File: src/design/assert_macros.svh
// assertion helpers for the converter
`ifndef ASSERT_MACROS_SVH
`define ASSERT_MACROS_SVH

// implication checked on every rising clock edge outside reset
`define ASSERT_IMPL(label, clk, rst_n, ante, cons, msg) \
    label: assert property (@(posedge clk) disable iff (!rst_n) (ante) |-> (cons)) \
        else $error(msg);

// implication whose consequent is checked in the next cycle
`define ASSERT_NEXT(label, clk, rst_n, ante, cons, msg) \
    label: assert property (@(posedge clk) disable iff (!rst_n) (ante) |=> (cons)) \
        else $error(msg);

`endif

File: src/design/f2pcm_pkg.sv
`default_nettype none

package f2pcm_pkg;

    localparam logic [2:0] FMT_S8    = 3'd0;
    localparam logic [2:0] FMT_U8    = 3'd1;
    localparam logic [2:0] FMT_S16   = 3'd2;
    localparam logic [2:0] FMT_U16   = 3'd3;
    localparam logic [2:0] FMT_S32   = 3'd4;
    localparam logic [2:0] FMT_FLOAT = 3'd5;

    localparam logic [0:0] REG_FORMAT = 1'd0;
    localparam logic [0:0] REG_ENDIAN = 1'd1;

    typedef struct packed {
        logic [2:0] sample_format;
        logic       big_endian_out;
    } cfg_t;

endpackage

`default_nettype wire

File: src/design/float_to_pcm_sample_converter_top.sv
`default_nettype none

// channel   | direction | payload
// s_axis    | in        | tdata[31:0] sample_bits
// m_axis    | out       | tdata[31:0] pcm_word, tdata[34:32] byte_count
// cfg       | in        | index 0 sample_format, 1 big_endian_out
//
// one sample per cycle while the output is not stalled; samples pass an input register, then a result register
// rst_n clears valids and sets format s16, little endian
// a stalled result holds while the input register may still take one sample
// s_axis_tready drops only when both registers are full and output stalls

module float_to_pcm_sample_converter_top
    import f2pcm_pkg::*;
(
    input  wire logic        clk,
    input  wire logic        rst_n,
    input  wire logic        s_axis_tvalid,
    output logic             s_axis_tready,
    input  wire logic [31:0] s_axis_tdata,   // sample_bits
    output logic             m_axis_tvalid,
    input  wire logic        m_axis_tready,
    output logic      [39:0] m_axis_tdata,   // pcm_word, byte_count, zero pad
    input  wire logic        cfg_valid,
    output logic             cfg_ready,
    input  wire logic [0:0]  cfg_index,
    input  wire logic [31:0] cfg_data
);

`include "assert_macros.svh"

    cfg_t        cfg_reg;
    logic        in_valid_reg;
    logic [31:0] in_data_reg;
    logic        out_valid_reg;
    logic [31:0] out_word_reg;
    logic [2:0]  out_count_reg;
    logic [31:0] conv_word;
    logic [2:0]  conv_count;
    logic        out_load;

    assign cfg_ready = 1'b1;
    assign out_load = in_valid_reg && (!out_valid_reg || m_axis_tready);
    assign s_axis_tready = !in_valid_reg || out_load;

    f2pcm_convert u_convert (
        .sample_bits (in_data_reg),
        .cfg         (cfg_reg),
        .pcm_word    (conv_word),
        .byte_count  (conv_count)
    );

    always_ff @(posedge clk or negedge rst_n)
    begin
        if (!rst_n)
        begin
            cfg_reg.sample_format  <= FMT_S16;
            cfg_reg.big_endian_out <= 1'b0;
            in_valid_reg  <= 1'b0;
            out_valid_reg <= 1'b0;
        end
        else
        begin
            if (cfg_valid && cfg_index == REG_FORMAT)
                cfg_reg.sample_format <= cfg_data[2:0];
            if (cfg_valid && cfg_index == REG_ENDIAN)
                cfg_reg.big_endian_out <= cfg_data[0];
            if (s_axis_tready)
                in_valid_reg <= s_axis_tvalid;
            if (out_load)
                out_valid_reg <= 1'b1;
            else if (m_axis_tready)
                out_valid_reg <= 1'b0;
        end
    end

    always_ff @(posedge clk)
    begin
        if (s_axis_tready && s_axis_tvalid)
            in_data_reg <= s_axis_tdata;
        if (out_load)
        begin
            out_word_reg  <= conv_word;
            out_count_reg <= conv_count;
        end
    end

    assign m_axis_tvalid = out_valid_reg;
    assign m_axis_tdata  = {5'd0, out_count_reg, out_word_reg};

    `ASSERT_NEXT(a_load_valid, clk, rst_n, out_load, out_valid_reg,
        "result register not valid after load")
    `ASSERT_IMPL(a_full_stall, clk, rst_n, in_valid_reg && out_valid_reg && !m_axis_tready,
        !s_axis_tready, "input taken while both registers stalled")
    `ASSERT_IMPL(a_count_legal, clk, rst_n, out_valid_reg,
        out_count_reg == 3'd1 || out_count_reg == 3'd2 || out_count_reg == 3'd4,
        "illegal byte count")

endmodule

`default_nettype wire

File: src/design/f2pcm_convert.sv
`default_nettype none

// combinational float to pcm conversion for one sample
module f2pcm_convert
    import f2pcm_pkg::*;
(
    input  wire logic [31:0] sample_bits,
    input  wire cfg_t        cfg,
    output logic      [31:0] pcm_word,
    output logic      [2:0]  byte_count
);

    logic        sgn;
    logic [7:0]  expo;
    logic [22:0] frac;
    logic        is_nan;
    logic        ge_one;
    logic        lt_mone;
    logic [5:0]  nbits;
    logic        is_signed;
    logic        is_int;
    logic [23:0] mant;
    logic [7:0]  e1;
    logic [8:0]  s_amt;
    logic [31:0] mag;
    logic [7:0]  t_amt;
    logic [47:0] rw;
    logic [23:0] rq;
    logic        rnd_up;
    logic [24:0] rmag;
    logic [31:0] rext;
    logic [31:0] ceil_part;
    logic [31:0] half;
    logic [31:0] mask;
    logic [31:0] maxw;
    logic [31:0] minw;
    logic [31:0] ival;
    logic [31:0] usum;
    logic [31:0] word;

    always_comb
    begin
        sgn   = sample_bits[31];
        expo  = sample_bits[30:23];
        frac  = sample_bits[22:0];
        is_nan = (expo == 8'hFF) && (frac != 23'd0);
        ge_one  = !sgn && (expo >= 8'd127) && !is_nan;
        lt_mone = sgn && !is_nan && ((expo > 8'd127) || (expo == 8'd127 && frac != 23'd0));
        mant = {(expo != 8'd0), frac};
        // subnormals share the scale of the smallest normal exponent
        e1 = (expo == 8'd0) ? 8'd1 : expo;

        case (cfg.sample_format)
            FMT_S8:  begin nbits = 6'd8;  is_signed = 1'b1; is_int = 1'b1; end
            FMT_U8:  begin nbits = 6'd8;  is_signed = 1'b0; is_int = 1'b1; end
            FMT_S16: begin nbits = 6'd16; is_signed = 1'b1; is_int = 1'b1; end
            FMT_U16: begin nbits = 6'd16; is_signed = 1'b0; is_int = 1'b1; end
            FMT_S32: begin nbits = 6'd32; is_signed = 1'b1; is_int = 1'b1; end
            default: begin nbits = 6'd32; is_signed = 1'b0; is_int = 1'b0; end
        endcase

        half = 32'd1 << (nbits - 6'd1);
        mask = (nbits == 6'd32) ? 32'hFFFF_FFFF : ((32'd1 << nbits) - 32'd1);
        maxw = is_signed ? (half - 32'd1) : mask;
        minw = is_signed ? half : 32'd0;

        // |x| * 2^(n-1) truncated; exponents above 127 are saturated below
        s_amt = 9'd159 - {1'b0, e1} - {3'd0, nbits};
        mag = {mant, 8'd0} >> s_amt;

        // float32 sum rounds on a grid of 2^(n-24) above half, 2^(n-25) below,
        // so round |x| * 2^23 or |x| * 2^24 to nearest even first
        t_amt = sgn ? (8'd126 - e1) : (8'd127 - e1);
        rw = {mant, 24'd0} >> t_amt;
        rq = rw[47:24];
        rnd_up = rw[23] && ((rw[22:0] != 23'd0) || rq[0]);
        rmag = {1'b0, rq} + {24'd0, rnd_up};
        if (sgn && expo >= 8'd127)
            rmag = 25'h100_0000;
        rext = {7'd0, rmag};

        // below half the truncated sum is half minus the rounded part, rounded up
        if (nbits == 6'd8)
            ceil_part = (rext + 32'h0001_FFFF) >> 17;
        else
            ceil_part = (rext + 32'h0000_01FF) >> 9;
        if (sgn)
            usum = half - ceil_part;
        else if (nbits == 6'd8)
            usum = half + (rext >> 16);
        else
            usum = half + (rext >> 8);

        if (is_signed)
            ival = sgn ? (32'd0 - mag) : mag;
        else if (usum > mask)
            ival = maxw;
        else
            ival = usum;

        if (!is_int)
            word = sample_bits;
        else if (is_nan)
            word = 32'd0;
        else if (ge_one)
            word = maxw;
        else if (lt_mone)
            word = minw;
        else
            word = ival & mask;

        if (!is_int)
            byte_count = 3'd4;
        else if (nbits == 6'd8)
            byte_count = 3'd1;
        else if (nbits == 6'd16)
            byte_count = 3'd2;
        else
            byte_count = 3'd4;

        if (cfg.big_endian_out && byte_count == 3'd2)
            pcm_word = {16'd0, word[7:0], word[15:8]};
        else if (cfg.big_endian_out && byte_count == 3'd4)
            pcm_word = {word[7:0], word[15:8], word[23:16], word[31:24]};
        else
            pcm_word = word;
    end

endmodule

`default_nettype wire

File: config.mk
export PLATFORM = sky130hd
export DESIGN_NAME = float_to_pcm_sample_converter_top
export DESIGN_NICKNAME = d
export VERILOG_FILES = /design/src/design/f2pcm_pkg.sv /design/src/design/float_to_pcm_sample_converter_top.sv /design/src/design/f2pcm_convert.sv
export VERILOG_INCLUDE_DIRS = /design/src /design/src/design
export SDC_FILE = /design/constraint.sdc
export NUM_CORES = 1
export LEC_CHECK = 0
export ABC_AREA = 1
export BUFFER_PORTS_ARGS = -buffer_cell sky130_fd_sc_hd__buf_4
export CAP_MARGIN = 20
export CORE_MARGIN = 3
export CORE_UTILIZATION = 42
export CTS_CLUSTER_SIZE = 30
export DETAILED_ROUTE_END_ITERATION = 8
export HOLD_SLACK_MARGIN = 0.08
export PLACE_DENSITY = 0.59
export SLEW_MARGIN = 0
export SYNTH_ARGS = -nofsm -noshare
export SYNTH_HDL_FRONTEND = slang
export SYNTH_SLANG_ARGS = --single-unit
export TNS_END_PERCENT = 1
File: constraint.sdc
create_clock -name clk -period 14.9 [get_ports clk]
set_input_delay 0 -clock clk [delete_from_list [all_inputs] [get_ports clk]]
set_output_delay 0 -clock clk [all_outputs]
set_load 0.02 [all_outputs]
# --- After elaboration in Yosys (flattened, before gate mapping) ---
# Cells that the tools add are included.
classes:
  addsub: 14
  magnitude_cmp: 3
  n_eq_ne: 11
  n_shift: 4
  muxes: 26
  bitwise: 2
  reduce_logical: 32
op_table:
  columns: ["op", "count"]
  rows:
  - ["32-bit two-way mux", 13]
  - ["1-bit by 6-bit << shifter with 32-bit output, first input constant", 2]
  - ["32-bit by 1-bit subtractor with 32-bit output, second input constant", 2]
  - ["48-bit by 8-bit >> shifter with 48-bit output", 1]
  - ["23-bit nonzero test", 2]
  - ["32-bit by 17-bit adder with 32-bit output", 1]
  - ["32-bit by 9-bit adder with 32-bit output", 1]
  - ["32-bit AND", 1]
  - ["32-bit > comparator", 1]
  - ["32-bit by 9-bit >> shifter with 32-bit output", 1]
  - ["1-bit by 32-bit subtractor with 32-bit output, first input constant", 1]
  - ["32-bit by 23-bit subtractor with 32-bit output", 1]
  - ["25-bit by 17-bit adder with 26-bit output, second input constant", 1]
  - ["25-bit by 9-bit adder with 26-bit output, second input constant", 1]
  - ["24-bit by 1-bit adder with 25-bit output", 1]
  - ["25-bit two-way mux", 1]
  - ["23-bit two-way mux", 1]
  - ["16-bit two-way mux", 1]
  - ["8-bit two-way mux", 2]
  - ["7-bit by 8-bit subtractor with 8-bit output, first input constant", 2]
  - ["1-bit logical AND", 14]
  - ["6-bit case mux with 2 select lines", 1]
  - ["3-bit by 2-bit == test with 1-bit output, second input constant", 3]
  - ["3-bit two-way mux", 3]
  - ["23 further kinds", 34]
totals:
  register_bits: 73
  input_bits: 70
  wordCells: 100

# --- Longest topological paths before layout ---
depth:
  ltp_word: 24
  mapped_depth: 66

# --- Modules after synthesis ---
# From an unflattened synthesis, not the netlist that was laid out.
hier_totals:
  hier_cells: 2467
  hier_area_um2: 13827.0
by_module_without_submodules:
  columns: ["module", "n_inst", "cells_per_inst", "area_per_inst_um2", "seq_area_each_um2"]
  rows:
  - ["f2pcm_convert", 1, 2361, 11507.3, 0.0]
  - ["float_to_pcm_sample_converter_top", 1, 106, 2319.7, 2163.3]

# --- Worst setup path before layout ---
# OpenSTA, ideal clock, no wires.
synth_timing:
  path_type: "register -> register"
  startpoint: "register in_data_reg[25]"
  endpoint: "register out_word_reg[25] (data pin)"
  setup_time_ps: 251
  arrival_time_ps: 7841
  setup_slack_ps: 6808
  path_stages_with_launch: 63
  path_buffers: 4
  synth_period_minus_slack_ps: 8092
  cell_sequence: "edfxtp_1 -> buf_6 -> buf_2 -> clkbuf_1 -> ha_1 -> nand2_1 -> nor3_1 -> nand4_2 -> nand2_4 -> buf_8 -> nand3_1 -> nand3_1 -> nand3_1 -> nand2_1 -> nand2_1 -> nand2_1 -> nand3_1 -> nor2_4 -> [... 27 more ...] -> and2_1 -> ha_1 -> nand2_1 -> nor2_1 -> a211oi_1 -> o221ai_1 -> a221o_1 -> nand2_1 -> inv_1 -> nor2_1 -> clkinv_1 -> o211ai_1 -> nand2_1 -> nand2_1 -> o21ai_0 -> or2_2 -> nand3_1 -> inv_1"
synth_between:
  elab_chain_len: 23
  word_cells_on_any_way: 47
  cone_classes: "add/sub (11); order compare (3); eq/ne (2); shift (2); mux (14); bitwise (1); reduce/logical (14)"
synth_rtl:
  columns: ["item", "line_no", "text"]
  rows:
  - ["from (decl)", "float_to_pcm_sample_converter_top.sv:34", "logic [31:0] in_data_reg;"]
  - ["from (signal assigned)", "float_to_pcm_sample_converter_top.sv:80", "in_data_reg <= s_axis_tdata;"]
  - ["8-bit logical NOT", "f2pcm_convert.sv:51", "e1 = (expo == 8'd0) ? 8'd1 : expo;"]
  - ["8-bit two-way mux", "f2pcm_convert.sv:51", null]
  - ["7-bit by 8-bit subtractor with 8-bit output", "f2pcm_convert.sv:73", "t_amt = sgn ? (8'd126 - e1) : (8'd127 - e1);"]
  - ["8-bit two-way mux", "f2pcm_convert.sv:73", null]
  - ["48-bit by 8-bit >> shifter with 48-bit output", "f2pcm_convert.sv:74", "rw = {mant, 24'd0} >> t_amt;"]
  - ["23-bit nonzero test", "f2pcm_convert.sv:76", "rnd_up = rw[23] && ((rw[22:0] != 23'd0) || rq[0]);"]
  - ["1-bit logical OR", "f2pcm_convert.sv:76", null]
  - ["1-bit logical AND", "f2pcm_convert.sv:76", null]
  - ["[... 7 more ...]", null, null]
  - ["32-bit two-way mux", "f2pcm_convert.sv:96", "else if (usum > mask)"]
  - ["32-bit two-way mux", "f2pcm_convert.sv:94", "if (is_signed)"]
  - ["32-bit AND", "f2pcm_convert.sv:110", "word = ival & mask;"]
  - ["32-bit two-way mux", "f2pcm_convert.sv:107", "else if (lt_mone)"]
  - ["32-bit two-way mux", "f2pcm_convert.sv:105", "else if (ge_one)"]
  - ["32-bit two-way mux", "f2pcm_convert.sv:103", "else if (is_nan)"]
  - ["32-bit two-way mux *", "f2pcm_convert.sv:101", "if (!is_int)"]
  - ["32-bit two-way mux *", "f2pcm_convert.sv:123", "else if (cfg.big_endian_out && byte_count == 3'd4)"]
  - ["to (signal assigned)", "float_to_pcm_sample_converter_top.sv:83", "out_word_reg <= conv_word;"]
  - ["to (decl)", "float_to_pcm_sample_converter_top.sv:36", "logic [31:0] out_word_reg;"]
# Mark *: on every way between the ends. The rest lies on a longest branch, timed or not.
# A chain may end at the register's enable or synchronous reset.

# --- Final worst setup path ---
layout_timing:
  startpoint: "register in_data_reg[24]"
  endpoint: "register out_word_reg[25] (data pin)"
layout_between:
  elab_chain_len: 23
  word_cells_on_any_way: 47
  cone_classes: "add/sub (11); order compare (3); eq/ne (2); shift (2); mux (14); bitwise (1); reduce/logical (14)"
layout_rtl:
  columns: ["item", "line_no"]
  rows:
  - ["8-bit logical NOT", "f2pcm_convert.sv:51"]
  - ["8-bit two-way mux", "f2pcm_convert.sv:51"]
  - ["7-bit by 8-bit subtractor with 8-bit output", "f2pcm_convert.sv:73"]
  - ["8-bit two-way mux", "f2pcm_convert.sv:73"]
  - ["48-bit by 8-bit >> shifter with 48-bit output", "f2pcm_convert.sv:74"]
  - ["23-bit nonzero test", "f2pcm_convert.sv:76"]
  - ["1-bit logical OR", "f2pcm_convert.sv:76"]
  - ["1-bit logical AND", "f2pcm_convert.sv:76"]
  - ["[... 7 more ...]", null]
  - ["32-bit two-way mux", "f2pcm_convert.sv:96"]
  - ["32-bit two-way mux", "f2pcm_convert.sv:94"]
  - ["32-bit AND", "f2pcm_convert.sv:110"]
  - ["32-bit two-way mux", "f2pcm_convert.sv:107"]
  - ["32-bit two-way mux", "f2pcm_convert.sv:105"]
  - ["32-bit two-way mux *", "f2pcm_convert.sv:103"]
  - ["32-bit two-way mux *", "f2pcm_convert.sv:101"]
  - ["32-bit two-way mux *", "f2pcm_convert.sv:123"]
# Marked as above.

==> results.cfg <==
[synthesis]
synth_top_family_by_area = simple AND/OR/NAND/NOR gates
netlist_top_cells_count = nand2_1 (696), nand3_1 (335), nor2_1 (227)
synth-main-ff-cell = edfxtp_1
synth_cell_types = 65
yosysSeqAreaShare_pct = 16.7
postSynthCellCount = 2290
synth-simple-area-share_pct = 50.4
yosys.area_share.xor_xnor_pct = 1.34
avgSynthCellArea_um2 = 5.65
synth_compound_area_share_pct = 14.0
ys_async_sr_fraction_pct = 8.22
synth.cell_area_mm2 = 0.0129
post-synth-top-area-cell = nand2_1
ys_seq_elements = 73
yosysMostFrequentCell = nand2_1
synth.area.top_cells = nand2_1 (20%), edfxtp_1 (16%), nand3_1 (13%)
synthAdderAreaFrac_pct = 5.51
synth_top_area_share_pct = 20.2
yosysWarnings = 0
synth_edf_count = 67
synthMuxAreaShare_pct = 0.397

[global_routing]
track_usage_pct = 27.5
gr-total-overflow = 0
grt_pass1_wl_mm = 74.2
antenna_found_initial = 0
grt_pass1_vias = 14100
grt_max_degree = 51

[power]
comb_power_share_pct = 69.8
leakagePower_nw = 7.09
clockPowerShare_pct = 12.5
p_seq_share_pct = 17.7
max-vdd-ir-drop_v = 0.0000585
intPower_mw = 0.772
p_total_mw = 1.67
switchingPower_mw = 0.902
p_sw_share_pct = 53.9
power.density_mw_per_mm2 = 116

[cts]
cts_buffers = 9
post_cts_resized = 0
tritoncts_num_sinks = 73
clock_latency_ns = 0.35
cts_max_level = 3
hold_buffers = 44
post-cts-setup-buffer-count = 0
path_clk_slew_ns = 0.05
cts_tree = yes
clock_path_buffers = 2
cts_root_buffer = clkbuf_16

[detailed_routing]
drt_iter0_drc = 1686
via_per_inst = 5.63
firstDrtPassIters = 6
drtAntennaViolNets = 0
wl_per_cell_um = 17.0
routed_wl_mm = 46.6
drc = 0
via_count = 15400

[floorplan]
core_mm2 = 0.0300
fp-row-count = 63
die_h_um = 181
pin_count = 113
start_util_pct = 43.2
die-area_mm2 = 0.0329
die_x_um = 181

[layout]
drive_gt1_share_pct = 11.2
fillers = 3287
syn_to_final_growth_pct = 11.2
diodes = 0
nNetsFinal = 2473

[timing]
fin_crit_ns = 11.99
finalMaxSlewViolations = 0
skew_ns = 0.00809
tightest_slew_ns = 1.11
setup-tns-final_ns = 0
max_freq_mhz = 83.4
hold_viol_final = 0
grt_setup_unrepaired = false
max_slew_margin_pct = 26.1
setup_violations = 0
period_share_pct = 80.4

[worst_setup_path]
crit_arrival_ns = 12.08
cp-end-kind = flip-flop
rr_worst_depth = 60
max_stage_delay_ns = 0.82
crit_required_ns = 15.00
critPathLaunchType = flip-flop
critical_path.max_fanout = 35
critPathSlowestCell = edfxtp_1
crit_type = flip-flop to flip-flop
cp_common_cell = nand2_1

[worst_hold_path]
min_path_cells = 3
hold_class = primary input to flip-flop

[run_status]
status = completed

[placed_design]
place_congestion = 0.968
dpl.hpwl_mm = 36.5
portBuffers = 77

[job]
cap_violations = 0
-- metal layers --
metal / part of all wire, % / GRT usage (%)
met4: 3.3 / 8.74
met1: 45 / 37.9
met5: 0 / 0
met3: 6.2 / 2.98
met2: 45 / 45.1
-- metrics by stage --
step	cells	area (um2)	hold WS (ns)	worst slack (ns)	utilization [%]
after global placement	2679	13600	-0.189	2.75	45.5
final	2741	14400	0.117	2.91	48.0
after floorplan	2294	12900	-0.296	6.81	-
after global routing	2741	14400	0.139	1.60	48.0
after CTS	2739	14400	0.0990	2.54	47.9
after detailed placement	2679	13600	-0.188	2.52	45.5
-- cells by family after synthesis --
group / count (synthesis)
muxes: 5
xor gates and xnor gates: 16
AOI/OAI and AO/OA: 325
other: 2
buffers and inverters: 355
and+or+nand+nor: 1457
DFF: 73
adders and majority gates: 57
-- critical path, delay by kind of cell (launching register included) --
kind,cells,cell delay [ns]
compound gates,6,1.23
xor+xnor,1,0.12
fa+ha+maj,3,1.03
buf+inv,11,2.07
flops,1,0.82
simple gates,39,6.42
-- final timing paths --
path / start / endpoint / slack [ns]
max in group asynchronous: rst_n / cfg_reg[0]$_DFFE_PN0P_ / 14.10
min in group asynchronous: rst_n / cfg_reg[2]$_DFFE_PN1P_ / 0.13
setup reg to reg: in_data_reg[24]$_DFFE_PP_ / out_word_reg[25]$_SDFFCE_PP0P_ / 2.91
setup / recovery: in_data_reg[24]$_DFFE_PP_ / out_word_reg[25]$_SDFFCE_PP0P_ / 2.91
hold reg to reg: in_valid_reg$_DFFE_PN0N_ / m_axis_tvalid$_DFFE_PN0P_ / 0.51
hold / removal: cfg_valid / cfg_reg[3]$_DFFE_PN0P_ / 0.12
-- layout by cell type, fill, tap and decap left out, types with 11 or more instances in the layout --
cell type	count
o21ai_0	149
ha_1	57
dlygate4sd3_1	44
nor3_1	25
nand3_2	15
buf_4	93
nor2_1	226
a21oi_1	77
nor2_2	28
nand3b_1	12
a31oi_1	11
edfxtp_1	67
nand4_1	53
o21ai_1	35
inv_1	210
nand2_2	30
nand2_1	696
nand3_1	335
inv_2	40
-- power groups by stage --
stage	logic [mW]	registers, mW	clock network [mW]
final	1.17	0.297	0.209
after global routing	1.31	0.299	0.222
after CTS	1.15	0.296	0.215
after detailed placement	1.13	0.300	0
after global placement	1.12	0.300	0
after floorplan	0.813	0.322	0
-- area by class of cell --
type	instances	area [um2]	area share [%]
clock buffer	11	233	1.62
clock inverter	5	55.1	0.383
inverter	258	976	6.78
multi-input combinational	1866	9310	64.7
sequential	73	2160	15.0
tap	390	488	3.39
timing repair buffer	138	1160	8.05
(Power assumes the default switching activity.)
